===== src/sv/tpc_pkg.sv =====
// ----------------------------------------------------------------------------
// Touch pad press classifier package
// Sizes, register indexes, input modes, event codes and the per-pad role tables
// shared by the classifier and its serial divider.
// ----------------------------------------------------------------------------
package tpc_pkg;

  localparam int PAD_COUNT     = 6;
  localparam int CALIB_SAMPLES = 16;
  localparam int RAW_BITS      = 22;

  localparam int PAD_AW  = (PAD_COUNT > 1) ? $clog2(PAD_COUNT) : 1;
  localparam int CNT_W   = $clog2(CALIB_SAMPLES + 1);
  localparam int SUM_W   = RAW_BITS + $clog2(CALIB_SAMPLES);
  localparam int DVS_W   = CNT_W;
  localparam int TIME_W  = 32;
  localparam int DELTA_W = 22;
  localparam int CMP_W   = ((RAW_BITS > DELTA_W) ? RAW_BITS : DELTA_W) + 1;
  localparam int IIR_W   = RAW_BITS + 6;

  // Configuration port.
  localparam int CFG_IDX_W  = 2;
  localparam int CFG_DATA_W = 22;

  localparam logic [CFG_IDX_W-1:0] REG_MIN_DELTA  = 2'd0;
  localparam logic [CFG_IDX_W-1:0] REG_DEBOUNCE   = 2'd1;
  localparam logic [CFG_IDX_W-1:0] REG_LONG_PRESS = 2'd2;
  localparam logic [CFG_IDX_W-1:0] REG_LONG_MASK  = 2'd3;

  localparam logic [21:0] MIN_DELTA_RST  = 22'd100;
  localparam logic [15:0] DEBOUNCE_RST   = 16'd200;
  localparam logic [15:0] LONG_PRESS_RST = 16'd800;
  localparam logic [5:0]  LONG_MASK_RST  = 6'd33;

  // Input modes.
  localparam logic [1:0] MODE_CAL = 2'd0;
  localparam logic [1:0] MODE_FIN = 2'd1;
  localparam logic [1:0] MODE_RUN = 2'd2;

  // Event codes.
  localparam logic [2:0] EV_LIGHT_SCENE = 3'd0;
  localparam logic [2:0] EV_NOISE_PLAY  = 3'd1;
  localparam logic [2:0] EV_NOISE_STOP  = 3'd2;
  localparam logic [2:0] EV_VOLUME_UP   = 3'd3;
  localparam logic [2:0] EV_VOLUME_DOWN = 3'd4;

  // Sound identifiers.
  localparam logic [2:0] SND_NONE    = 3'd0;
  localparam logic [2:0] SND_RAIN    = 3'd1;
  localparam logic [2:0] SND_WIND    = 3'd2;
  localparam logic [2:0] SND_BIRD    = 3'd3;
  localparam logic [2:0] SND_THUNDER = 3'd4;

  localparam logic [1:0] SCENE_LAST = 2'd2;

  // Baseline/6 as a reciprocal multiply; the rounding error of the reciprocal
  // stays within one part in 2^(THR_SHIFT-2) over the whole raw range.
  localparam int THR_SHIFT   = RAW_BITS + 3;
  localparam int THR_RECIP_W = RAW_BITS + 1;
  localparam int THR_PROD_W  = RAW_BITS + THR_RECIP_W;
  localparam logic [THR_RECIP_W-1:0] THR_RECIP =
    THR_RECIP_W'(((64'd1 << THR_SHIFT) + 64'd5) / 64'd6);

  typedef struct packed {
    logic busy;
    logic done;
  } div_sts_t;

  function automatic logic [2:0] short_code(input logic [2:0] pad);
    case (pad)
      3'd0:    short_code = EV_LIGHT_SCENE;
      3'd5:    short_code = EV_NOISE_STOP;
      default: short_code = EV_NOISE_PLAY;
    endcase
  endfunction

  function automatic logic [2:0] long_code(input logic [2:0] pad);
    case (pad)
      3'd0:    long_code = EV_VOLUME_UP;
      3'd5:    long_code = EV_VOLUME_DOWN;
      default: long_code = EV_NOISE_PLAY;
    endcase
  endfunction

  function automatic logic [2:0] pad_sound(input logic [2:0] pad);
    case (pad)
      3'd1:    pad_sound = SND_RAIN;
      3'd2:    pad_sound = SND_WIND;
      3'd3:    pad_sound = SND_BIRD;
      3'd4:    pad_sound = SND_THUNDER;
      default: pad_sound = SND_NONE;
    endcase
  endfunction

endpackage


===== src/sv/tpc_div.sv =====
// ----------------------------------------------------------------------------
// Touch pad classifier serial divider
// Restoring divider producing one quotient bit per cycle; used for the
// calibration average.
// ----------------------------------------------------------------------------
module tpc_div
  import tpc_pkg::*;
(
  input  logic             clk,
  input  logic             rst_n,
  input  logic             start,
  input  logic [SUM_W-1:0] dividend,
  input  logic [DVS_W-1:0] divisor,
  output div_sts_t         sts,
  output logic [SUM_W-1:0] quotient
);

  localparam int STEP_W = $clog2(SUM_W + 1);

  logic [SUM_W-1:0]  quo_r;
  logic [DVS_W-1:0]  rem_r;
  logic [DVS_W-1:0]  dvs_r;
  logic [STEP_W-1:0] cnt_r;
  logic              busy_r;
  logic              done_r;

  logic [DVS_W:0]    rem_sh;
  logic              fits;
  logic [DVS_W:0]    rem_sub;

  always_comb begin
    rem_sh  = {rem_r, quo_r[SUM_W-1]};
    fits    = (rem_sh >= {1'b0, dvs_r});
    rem_sub = rem_sh - {1'b0, dvs_r};
  end

  always_ff @(posedge clk) begin
    if (!rst_n) begin
      busy_r <= 1'b0;
      done_r <= 1'b0;
      cnt_r  <= '0;
    end else begin
      done_r <= 1'b0;
      if (start) begin
        busy_r <= 1'b1;
        cnt_r  <= STEP_W'(SUM_W);
      end else if (busy_r) begin
        cnt_r <= cnt_r - STEP_W'(1);
        if (cnt_r == STEP_W'(1)) begin
          busy_r <= 1'b0;
          done_r <= 1'b1;
        end
      end
    end
  end

  always_ff @(posedge clk) begin
    if (start) begin
      quo_r <= dividend;
      rem_r <= '0;
      dvs_r <= divisor;
    end else if (busy_r) begin
      // The remainder stays below the divisor, so the low bits always hold it.
      rem_r <= fits ? rem_sub[DVS_W-1:0] : rem_sh[DVS_W-1:0];
      quo_r <= {quo_r[SUM_W-2:0], fits};
    end
  end

  assign sts.busy = busy_r;
  assign sts.done = done_r;
  assign quotient = quo_r;

endmodule


===== src/sv/touch_pad_press_classifier.sv =====
// Flow: a run sample passes the record read (baseline/6 by reciprocal multiply),
// the touch test and the write-back before its event is presented.
// Throughput: one item at a time; the next transfer is taken once the last item is
// written back, after a 26-step serial divide for a finish with counted samples;
// a dropped item is not held and the input stays ready for the next. An event
// write-back waits while the output register is full and not being taken.
// Reset: synchronous, active low; every pad record reads as zero afterwards.
// ----------------------------------------------------------------------------
// Touch pad press classifier
// Per-pad calibration, baseline tracking and short/long press detection with
// the pad records held in a small synchronous memory (read, modify, write).
// ----------------------------------------------------------------------------
module touch_pad_press_classifier
  import tpc_pkg::*;
(
  input  logic                  clk,
  input  logic                  rst_n,
  // Input channel.
  input  logic                  in_tvalid,
  output logic                  in_tready,
  input  logic [63:0]           in_tdata,   // pad[2:0], raw[24:3], time_ms[56:25], zero fill
  input  logic [1:0]            in_tuser,   // mode[1:0]
  // Result channel.
  output logic                  out_tvalid,
  input  logic                  out_tready,
  output logic [7:0]            out_tdata,  // event_pad[2:0], sound_id[5:3], scene_no[7:6]
  output logic [2:0]            out_tuser,  // event_code[2:0]
  // Configuration channel.
  input  logic                  cfg_valid,
  output logic                  cfg_ready,
  input  logic [CFG_IDX_W-1:0]  cfg_index,
  input  logic [CFG_DATA_W-1:0] cfg_data
);

  typedef enum logic [2:0] {S_IDLE, S_READ, S_DIV, S_EVAL, S_WB} state_t;

  typedef struct packed {
    logic [RAW_BITS-1:0] baseline;
    logic                active;
    logic                long_rep;
    logic [TIME_W-1:0]   start_time;
    logic [TIME_W-1:0]   last_time;
    logic [SUM_W-1:0]    sum;
    logic [CNT_W-1:0]    count;
  } ent_t;

  state_t              state_r;

  // Configuration registers.
  logic [21:0]         min_delta_r;
  logic [15:0]         debounce_r;
  logic [15:0]         long_ms_r;
  logic [5:0]          mask_r;

  // Captured item.
  logic [1:0]          mode_r;
  logic [2:0]          pad_r;
  logic [PAD_AW-1:0]   addr_r;
  logic [RAW_BITS-1:0] raw_r;
  logic [TIME_W-1:0]   now_r;

  // Pad record memory.
  ent_t                mem [PAD_COUNT];
  logic [PAD_COUNT-1:0] vld_r;
  ent_t                rd_data_r;
  logic                rd_vld_r;
  ent_t                ent;
  ent_t                wr_ent;
  logic                mem_we;

  logic [RAW_BITS-1:0] q_r;
  logic                touch_r;
  logic                deb_ok_r;
  logic                long_ok_r;
  logic [1:0]          scene_r;

  logic                out_valid_r;
  logic [2:0]          out_pad_r;
  logic [2:0]          out_code_r;
  logic [2:0]          out_sound_r;
  logic [1:0]          out_scene_r;

  logic                in_acc;
  logic                item_ok;
  logic [PAD_AW-1:0]   in_addr;

  logic                div_start;
  logic [SUM_W-1:0]    div_dividend;
  logic [DVS_W-1:0]    div_divisor;
  div_sts_t            div_sts;
  logic [SUM_W-1:0]    div_quo;

  logic [THR_PROD_W-1:0] thr_prod;
  logic [CMP_W-1:0]    thr;
  logic [CMP_W-1:0]    base_x;
  logic [CMP_W-1:0]    raw_x;
  logic                touch_nxt;
  logic [TIME_W-1:0]   dt_last;
  logic [TIME_W-1:0]   dt_press;
  logic [5:0]          mask_sh;
  logic                lp_bit;
  logic [IIR_W-1:0]    iir;

  logic                emit_req;
  logic [2:0]          emit_code;
  logic                stall;

  assign in_tready = (state_r == S_IDLE);
  assign in_acc    = in_tvalid && in_tready;
  assign in_addr   = PAD_AW'(in_tdata[2:0]);
  assign item_ok   = (32'(in_tdata[2:0]) < PAD_COUNT) &&
                     (in_tuser == MODE_CAL || in_tuser == MODE_FIN || in_tuser == MODE_RUN);
  assign cfg_ready = 1'b1;

  // A record that has never been written reads as all zeros.
  assign ent = rd_vld_r ? rd_data_r : '0;

  always_ff @(posedge clk) begin
    if (in_acc && item_ok) begin
      rd_data_r <= mem[in_addr];
      rd_vld_r  <= vld_r[in_addr];
    end
    if (mem_we) begin
      mem[addr_r] <= wr_ent;
    end
  end

  // Divider launch for the calibration average.
  always_comb begin
    div_start    = 1'b0;
    div_dividend = ent.sum;
    div_divisor  = DVS_W'(ent.count);
    if (state_r == S_READ && mode_r == MODE_FIN && ent.count != '0) begin
      div_start = 1'b1;
    end
  end

  tpc_div u_div (
    .clk      (clk),
    .rst_n    (rst_n),
    .start    (div_start),
    .dividend (div_dividend),
    .divisor  (div_divisor),
    .sts      (div_sts),
    .quotient (div_quo)
  );

  assign thr_prod = THR_PROD_W'(ent.baseline) * THR_PROD_W'(THR_RECIP);

  // Touch test and elapsed times.
  always_comb begin
    base_x    = CMP_W'(ent.baseline);
    raw_x     = CMP_W'(raw_r);
    thr       = (CMP_W'(q_r) < CMP_W'(min_delta_r)) ? CMP_W'(min_delta_r) : CMP_W'(q_r);
    touch_nxt = (raw_r != '0) && (ent.baseline != '0) &&
                ((raw_x > base_x + thr) || (raw_x + thr < base_x));
    dt_last   = now_r - ent.last_time;
    dt_press  = now_r - ent.start_time;
  end

  assign mask_sh = mask_r >> pad_r;
  assign lp_bit  = mask_sh[0];
  assign iir     = (IIR_W'(ent.baseline) << 5) - IIR_W'(ent.baseline) + IIR_W'(raw_r);

  // Record update and event decision.
  always_comb begin
    wr_ent    = ent;
    emit_req  = 1'b0;
    emit_code = EV_LIGHT_SCENE;
    case (mode_r)
      MODE_CAL: begin
        if (raw_r != '0 && 32'(ent.count) < CALIB_SAMPLES) begin
          wr_ent.sum   = ent.sum + SUM_W'(raw_r);
          wr_ent.count = ent.count + CNT_W'(1);
        end
      end
      MODE_FIN: begin
        wr_ent.baseline = q_r;
        wr_ent.sum      = '0;
        wr_ent.count    = '0;
      end
      MODE_RUN: begin
        if (touch_r && !ent.active && deb_ok_r) begin
          wr_ent.active     = 1'b1;
          wr_ent.long_rep   = 1'b0;
          wr_ent.start_time = now_r;
        end else if (touch_r && ent.active && lp_bit && !ent.long_rep && long_ok_r) begin
          wr_ent.long_rep  = 1'b1;
          wr_ent.last_time = now_r;
          emit_req         = 1'b1;
          emit_code        = long_code(pad_r);
        end else if (!touch_r) begin
          if (ent.active && !ent.long_rep) begin
            wr_ent.last_time = now_r;
            emit_req         = 1'b1;
            emit_code        = short_code(pad_r);
          end
          wr_ent.active     = 1'b0;
          wr_ent.long_rep   = 1'b0;
          wr_ent.start_time = '0;
          if (raw_r != '0 && ent.baseline != '0) begin
            wr_ent.baseline = RAW_BITS'(iir >> 5);
          end
        end
      end
      default: begin
        wr_ent = ent;
      end
    endcase
  end

  assign stall  = emit_req && out_valid_r && !out_tready;
  assign mem_we = (state_r == S_WB) && !stall;

  always_ff @(posedge clk) begin
    if (!rst_n) begin
      state_r     <= S_IDLE;
      vld_r       <= '0;
      scene_r     <= '0;
      out_valid_r <= 1'b0;
      min_delta_r <= MIN_DELTA_RST;
      debounce_r  <= DEBOUNCE_RST;
      long_ms_r   <= LONG_PRESS_RST;
      mask_r      <= LONG_MASK_RST;
    end else begin
      if (cfg_valid && cfg_ready) begin
        case (cfg_index)
          REG_MIN_DELTA:  min_delta_r <= cfg_data[21:0];
          REG_DEBOUNCE:   debounce_r  <= cfg_data[15:0];
          REG_LONG_PRESS: long_ms_r   <= cfg_data[15:0];
          REG_LONG_MASK:  mask_r      <= cfg_data[5:0];
          default:        mask_r      <= mask_r;
        endcase
      end

      // The register empties on a transfer unless a new event loads it.
      if (out_tready && !(mem_we && emit_req)) begin
        out_valid_r <= 1'b0;
      end

      case (state_r)
        S_IDLE: begin
          if (in_acc && item_ok) begin
            mode_r  <= in_tuser;
            pad_r   <= in_tdata[2:0];
            addr_r  <= in_addr;
            raw_r   <= RAW_BITS'(in_tdata[24:3]);
            now_r   <= in_tdata[56:25];
            state_r <= S_READ;
          end
        end
        S_READ: begin
          if (mode_r == MODE_RUN) begin
            q_r     <= RAW_BITS'(thr_prod >> THR_SHIFT);
            state_r <= S_EVAL;
          end else begin
            q_r     <= '0;
            state_r <= div_start ? S_DIV : S_WB;
          end
        end
        S_DIV: begin
          if (div_sts.done) begin
            q_r     <= RAW_BITS'(div_quo);
            state_r <= (mode_r == MODE_RUN) ? S_EVAL : S_WB;
          end
        end
        S_EVAL: begin
          touch_r   <= touch_nxt;
          deb_ok_r  <= (dt_last >= TIME_W'(debounce_r));
          long_ok_r <= (dt_press >= TIME_W'(long_ms_r));
          state_r   <= S_WB;
        end
        S_WB: begin
          // Hold the write-back until the output register can take the event.
          if (!stall) begin
            vld_r[addr_r] <= 1'b1;
            state_r       <= S_IDLE;
            if (emit_req) begin
              out_valid_r <= 1'b1;
              out_pad_r   <= pad_r;
              out_code_r  <= emit_code;
              out_sound_r <= pad_sound(pad_r);
              out_scene_r <= (emit_code == EV_LIGHT_SCENE) ? scene_r : 2'd0;
              if (emit_code == EV_LIGHT_SCENE) begin
                scene_r <= (scene_r == SCENE_LAST) ? 2'd0 : scene_r + 2'd1;
              end
            end
          end
        end
        default: begin
          state_r <= S_IDLE;
        end
      endcase
    end
  end

  assign out_tvalid = out_valid_r;
  assign out_tdata  = {out_scene_r, out_sound_r, out_pad_r};
  assign out_tuser  = out_code_r;

  a_scene_range: assert property (@(posedge clk) disable iff (!rst_n)
    scene_r != 2'd3)
    else $error("scene counter left its three-value cycle");

  a_div_idle_start: assert property (@(posedge clk) disable iff (!rst_n)
    div_start |-> !div_sts.busy)
    else $error("divider restarted while busy");

  a_div_running: assert property (@(posedge clk) disable iff (!rst_n)
    state_r == S_DIV |-> div_sts.busy || div_sts.done)
    else $error("waiting on a divider that is not running");

  a_read_follows: assert property (@(posedge clk) disable iff (!rst_n)
    in_acc && item_ok |=> state_r == S_READ)
    else $error("accepted item did not start a record read");

  a_event_kept: assert property (@(posedge clk) disable iff (!rst_n)
    out_valid_r && !out_tready |=> out_valid_r)
    else $error("pending event dropped before transfer");

endmodule

===== config.mk =====
export PLATFORM = sky130hd
export DESIGN_NAME = touch_pad_press_classifier
export DESIGN_NICKNAME = d
export VERILOG_FILES = /design/src/sv/tpc_pkg.sv /design/src/sv/tpc_div.sv /design/src/sv/touch_pad_press_classifier.sv
export SDC_FILE = /design/constraint.sdc
export NUM_CORES = 2
export LEC_CHECK = 0
export ABC_AREA = 0
export ABC_CLOCK_PERIOD_IN_PS = 18600
export BUFFER_PORTS_ARGS = -buffer_cell sky130_fd_sc_hd__buf_4
export CAP_MARGIN = 0
export CORE_AREA = 3 3 332 334
export CTS_BUF_LIST = sky130_fd_sc_hd__clkbuf_8 sky130_fd_sc_hd__clkbuf_16
export CTS_CLUSTER_DIAMETER = 50
export DETAILED_ROUTE_END_ITERATION = 10
export DIE_AREA = 0 0 335 337
export GPL_TIMING_DRIVEN = 0
export PLACE_DENSITY = 0.82
export SLEW_MARGIN = 0
export SYNTH_ARGS = -nofsm -noshare
export SYNTH_HDL_FRONTEND = slang
export SYNTH_HIERARCHICAL = 1
export SYNTH_SLANG_ARGS = --single-unit

===== constraint.sdc =====
create_clock -name clk -period 18.6 [get_ports clk]
set_clock_uncertainty 0.15 [all_clocks]
set_input_delay 1.86 -clock clk [delete_from_list [all_inputs] [get_ports clk]]
set_output_delay 1.86 -clock clk [all_outputs]
set_load 0.005 [all_outputs]

# Yosys cells after proc, flatten, opt, wreduce, memory -nomap -nowiden
# Memories as Yosys holds them, arrays and structs flattened. A register that Yosys moved wholly into a read port is not among the register bits.
# Index checks and enable logic that the tools add are counted.
dict set report classes {
  n_reduce_logical 53
  mux 60
  order_cmp 11
  eq_ne 21
  n_shift 1
  n_addsub 11
  n_mul 1
  bitwise 4
}
# cell n
set op_table {}
lappend op_table {{$mux 32} 4}
lappend op_table {{$mux 119} 1}
lappend op_table {{$mux 22} 4}
lappend op_table {{$mux 88} 1}
lappend op_table {{$pmux 22 s2} 2}
lappend op_table {{$mux 66} 1}
lappend op_table {{$ge 32x16->1} 2}
lappend op_table {{$sub 32x32->32} 2}
lappend op_table {{$pmux 31 s2} 1}
lappend op_table {{$mux 26} 2}
lappend op_table {{$add 22x22->23} 2}
lappend op_table {{$mul 22x22->44 const B} 1}
lappend op_table {{$reduce_bool 22->1} 2}
lappend op_table {{$mux 34} 1}
lappend op_table {{$mux 31} 1}
lappend op_table {{$add 27x22->27} 1}
lappend op_table {{$mux 3} 9}
lappend op_table {{$sub 27x22->27} 1}
lappend op_table {{$add 26x22->26} 1}
lappend op_table {{$gt 22x23->1} 1}
lappend op_table {{$lt 23x22->1} 1}
lappend op_table {{$mux 23} 1}
lappend op_table {{$lt 22x22->1} 1}
lappend op_table {{$logic_and 1x1->1} 21}
lappend op_table {{other kinds (41)} 98}
dict set report word_totals {
  memories 1
  ram_bits 714
  elab_cells 191
  ff_bits 211
  inputBits 95
}
# name words word_bits rd rd_ports_with_merged_regs write_ports line
set memory_table {}
lappend memory_table {mem 6 119 1 1 1 touch_pad_press_classifier.sv:63} ;# ent_t mem [PAD_COUNT];

# Logic depth before layout (Yosys ltp)
dict set report depth {
  depth_word 19
  mapped_depth 32
  depth_no_buf 32
}

# Hierarchy
# The synthesis kept the hierarchy.
# module cells_each instances area_each_um2
set by_module_without_submodules {}
lappend by_module_without_submodules {touch_pad_press_classifier 4521 1 56928.3}
lappend by_module_without_submodules {tpc_div 153 1 2034.5}

# Worst setup path before layout
# Ideal clock, no wire load.
dict set report synth_timing {
  kind {input port to flip-flop}
  start {in out_tready}
  end {mem mem[1][0] in the netlist's numbering (enable)}
  setup_ps 745
  slack_ps 7423
  cell_stages 4
  arrival_time_ps 10282
  path_cell_list {nor2b_1 a21oi_1 nand2_1 nor3_1}
}
dict set report synth_via {
  elab_chain_cells 6
}
# item line
set synth_lines {}
lappend synth_lines {{start, declared} touch_pad_press_classifier.sv:25} ;# input logic out_tready,
lappend synth_lines {{$logic_not 1->1} touch_pad_press_classifier.sv:212} ;# assign stall = emit_req && out_valid_r && !out_tready;
lappend synth_lines {{$logic_and 1x1->1} touch_pad_press_classifier.sv:212}
lappend synth_lines {{$logic_not 1->1} -}
lappend synth_lines {{$logic_and 1x1->1} touch_pad_press_classifier.sv:213} ;# assign mem_we = (state_r == S_WB) && !stall;
lappend synth_lines {{$mux 1} touch_pad_press_classifier.sv:123} ;# if (mem_we) begin
lappend synth_lines {{$mux 1 (implied by the code)} touch_pad_press_classifier.sv:124} ;# mem[addr_r] <= wr_ent;
lappend synth_lines {{end, declared} touch_pad_press_classifier.sv:63}
# Every way passes these cells.

# Final worst setup path
dict set report layout_timing {
  start {reg rd_vld_r}
  end {reg q_r[19] (data pin)}
}
dict set report layout_via {
  elab_chain_cells 4
}
# item line
set layout_lines {}
lappend layout_lines {{start, declared} touch_pad_press_classifier.sv:66} ;# logic rd_vld_r;
lappend layout_lines {{start signal, assigned} touch_pad_press_classifier.sv:121} ;# rd_vld_r <= vld_r[in_addr];
lappend layout_lines {{$mux 119} touch_pad_press_classifier.sv:116} ;# assign ent = rd_vld_r ? rd_data_r : '0;
lappend layout_lines {{$mul 22x22->44} touch_pad_press_classifier.sv:148} ;# assign thr_prod = THR_PROD_W'(ent.baseline) * THR_PROD_W'(THR_RECIP);
lappend layout_lines {{$mux 20} touch_pad_press_classifier.sv:253} ;# if (mode_r == MODE_RUN) begin
lappend layout_lines {{$pmux 22 s2} touch_pad_press_classifier.sv:241} ;# case (state_r)
lappend layout_lines {{end signal, assigned} touch_pad_press_classifier.sv:254} ;# q_r <= RAW_BITS'(thr_prod >> THR_SHIFT);
lappend layout_lines {{end signal, assigned} touch_pad_press_classifier.sv:263} ;# q_r <= RAW_BITS'(div_quo);
lappend layout_lines {{end, declared} touch_pad_press_classifier.sv:71} ;# logic [RAW_BITS-1:0] q_r;
# Every way passes these cells.
# A chain may end at the register's enable or synchronous reset.

==> flow_summary.ini <==
[worst_setup_path]
rr_worst_depth = 29
reg2reg_slack_ns = 5.72
critPathMaxFanout = 10
rr_endpoint = q_r[19]$_DFFE_PP_
end_kind = register
cp_slowest_cell = a2111oi_0
worstPathRequired_ns = 18.87
reg2reg_from = rd_vld_r$_DFFE_PP_
start_kind = register
setup.worst_path.class = reg2reg
arrival_ns = 13.15
cpPeakStageDelay_ns = 0.99

[pwr]
leakage_nw = 25.7
cellPowerDensity_mw_per_mm2 = 131
vdd_drop_max_v = 0.000253

[cells_and_area]
layout_common_cells = 960 x edfxtp_1, 503 x inv_1, 474 x ha_1
final_area_mm2 = 0.0660
final_common_cell = edfxtp_1
layout-drive-gt1-share = 0.106
fillerInstances = 7994
nNetsFinal = 5700
area_growth_pct = 11.9

[clock_tree]
path_clk_slew_ns = 0.07
cts_tree = done
clock_sinks = 1044
clockBufferDepth = 3
post_cts_resized = 0
clock-root-buffer = clkbuf_16
cts_post_setup_buffers_inserted = 0
ctsHoldBuffers = 0
numCtsBuffers = 107
worstSkewPairLatency_ns = 0.69
cts_htree_levels = 3

[job]
cap_violations = 0

[die]
io_pins = 109
die_width_um = 335
num_rows = 120
start_util = 0.550
dieHeight_um = 337
coreArea_mm2 = 0.107
die_area_mm2 = 0.113

[grt]
grt_pass1_wl_um = 250000
grt_use_total = 0.299
first_global_vias = 39800
gr-total-overflow = 0
grt_max_degree = 47
antenna_found_initial = 10

[yosys]
postSynthCellCount = 4673
avgSynthCellArea_um2 = 12.6
ys_warn_count = 6
syn_nets = 5442
syn-cell-area_mm2 = 0.0590

[timing]
period_minus_slack_ns = 12.88
tightest_slew_ns = 1.46
timing.final.ws_setup_ns = 5.72
maxSlewHeadroom = 0.0244
tns_ns = 0
setup_viol = 0
hold_ws_ns = 0.311
slew_viol_final = 0
timing.fmax_ghz = 0.0776
finalCritPeriodShare = 0.692
grt_setup_unrepaired = false
hold_viol = 0

[routing]
wire_per_inst_um = 26.3
drtAntennaViolNets = 0
drc = 0
drtIter0Drc = 4685
finalWirelength_um = 169000
avgViaCountPerCell = 6.20
first_pass_iters = 6
vias = 39900

[worst_hold_path]
hold_path_end = out_pad_r[2]$_DFFE_PP_
hold_start = addr_r[2]$_DFFE_PP_
hp-class = reg2reg
whs_path_depth = 0

[placed_design]
hpwl_um = 125000
gp_congestion = 1.01
place_ws_ns = 6.06
placement.io_buffers = 99
place_area_mm2 = 0.0623

[status]
run_status = complete, no violations
==> sequential cells by signal, indices dropped and copies added, names as in the netlist, 5 cells and up <==
name	cells
debounce_r	16
vld_r	6
u_div/dvs_r	5
long_ms_r	16
u_div/quotient	26
min_delta_r	22
u_div/cnt_r	5
raw_r	22
q_r	22
now_r	32
rd_data_r	119
u_div/rem_r	5
mask_r	6
mem	714
==> stage by stage <==
step                      total power [mW]   util  cells
after global routing                  9.13  0.616   6430
after floorplan                       5.27      -   4673
after detailed placement              6.45  0.581   6225
after CTS                             8.65  0.616   6427
final                                 8.66  0.616   6430
after global placement                6.39  0.573   6175
==> where the power goes <==
part / switching, mW / internal [mW]
clock: 0.949 / 1.24
combinational: 2.30 / 1.35
sequential: 0.0756 / 2.75
total: 3.32 / 5.34
==> area by class of cell <==
class / count / area [um2] / area share
Inverter: 486 / 1820 / 0.0276
Antenna cell: 3 / 7.51 / 0.000114
Clock inverter: 84 / 792 / 0.0120
Clock buffer: 118 / 2900 / 0.0439
Buffer: 162 / 642 / 0.00973
Tap cell: 1403 / 1760 / 0.0266
Timing Repair Buffer: 149 / 1530 / 0.0231
Sequential cell: 1044 / 30500 / 0.462
Multi-Input combinational cell: 2981 / 26000 / 0.395
==> worst max-delay path, delay by kind of cell (launching register included) <==
family                     cells  cell delay (ns)
and+or+nand+nor                3             0.87
adders and majority gates      8             3.66
AOI/OAI and AO/OA              7             3.01
DFF                            1             0.51
buffers and inverters         10             3.95
xor gates and xnor gates       1             0.42
==> how the worst max path moves through the flow <==
stage | from | to | depth (start not counted)
after CTS | rd_vld_r$_DFFE_PP_ | q_r[19]$_DFFE_PP_ | 29
final | rd_vld_r$_DFFE_PP_ | q_r[19]$_DFFE_PP_ | 29
after global placement | rd_vld_r$_DFFE_PP_ | mem[1][15]$_DFFE_PP_ | 9
after floorplan | out_tready | mem[1][0]$_DFFE_PP_ | 4
after global routing | rd_vld_r$_DFFE_PP_ | q_r[19]$_DFFE_PP_ | 29
after detailed placement | rd_vld_r$_DFFE_PP_ | q_r[19]$_DFFE_PP_ | 29
==> layer usage <==
metal  global-route usage  part of all wire  up-vias
li1                     -                 -    17600
met1                0.401              0.39    19700
met2                0.486              0.47     2174
met3               0.0557             0.098      391
met4                0.115             0.043        6
met5                    0           0.00022        -
Note: power is estimated with default switching activity, not from simulation.
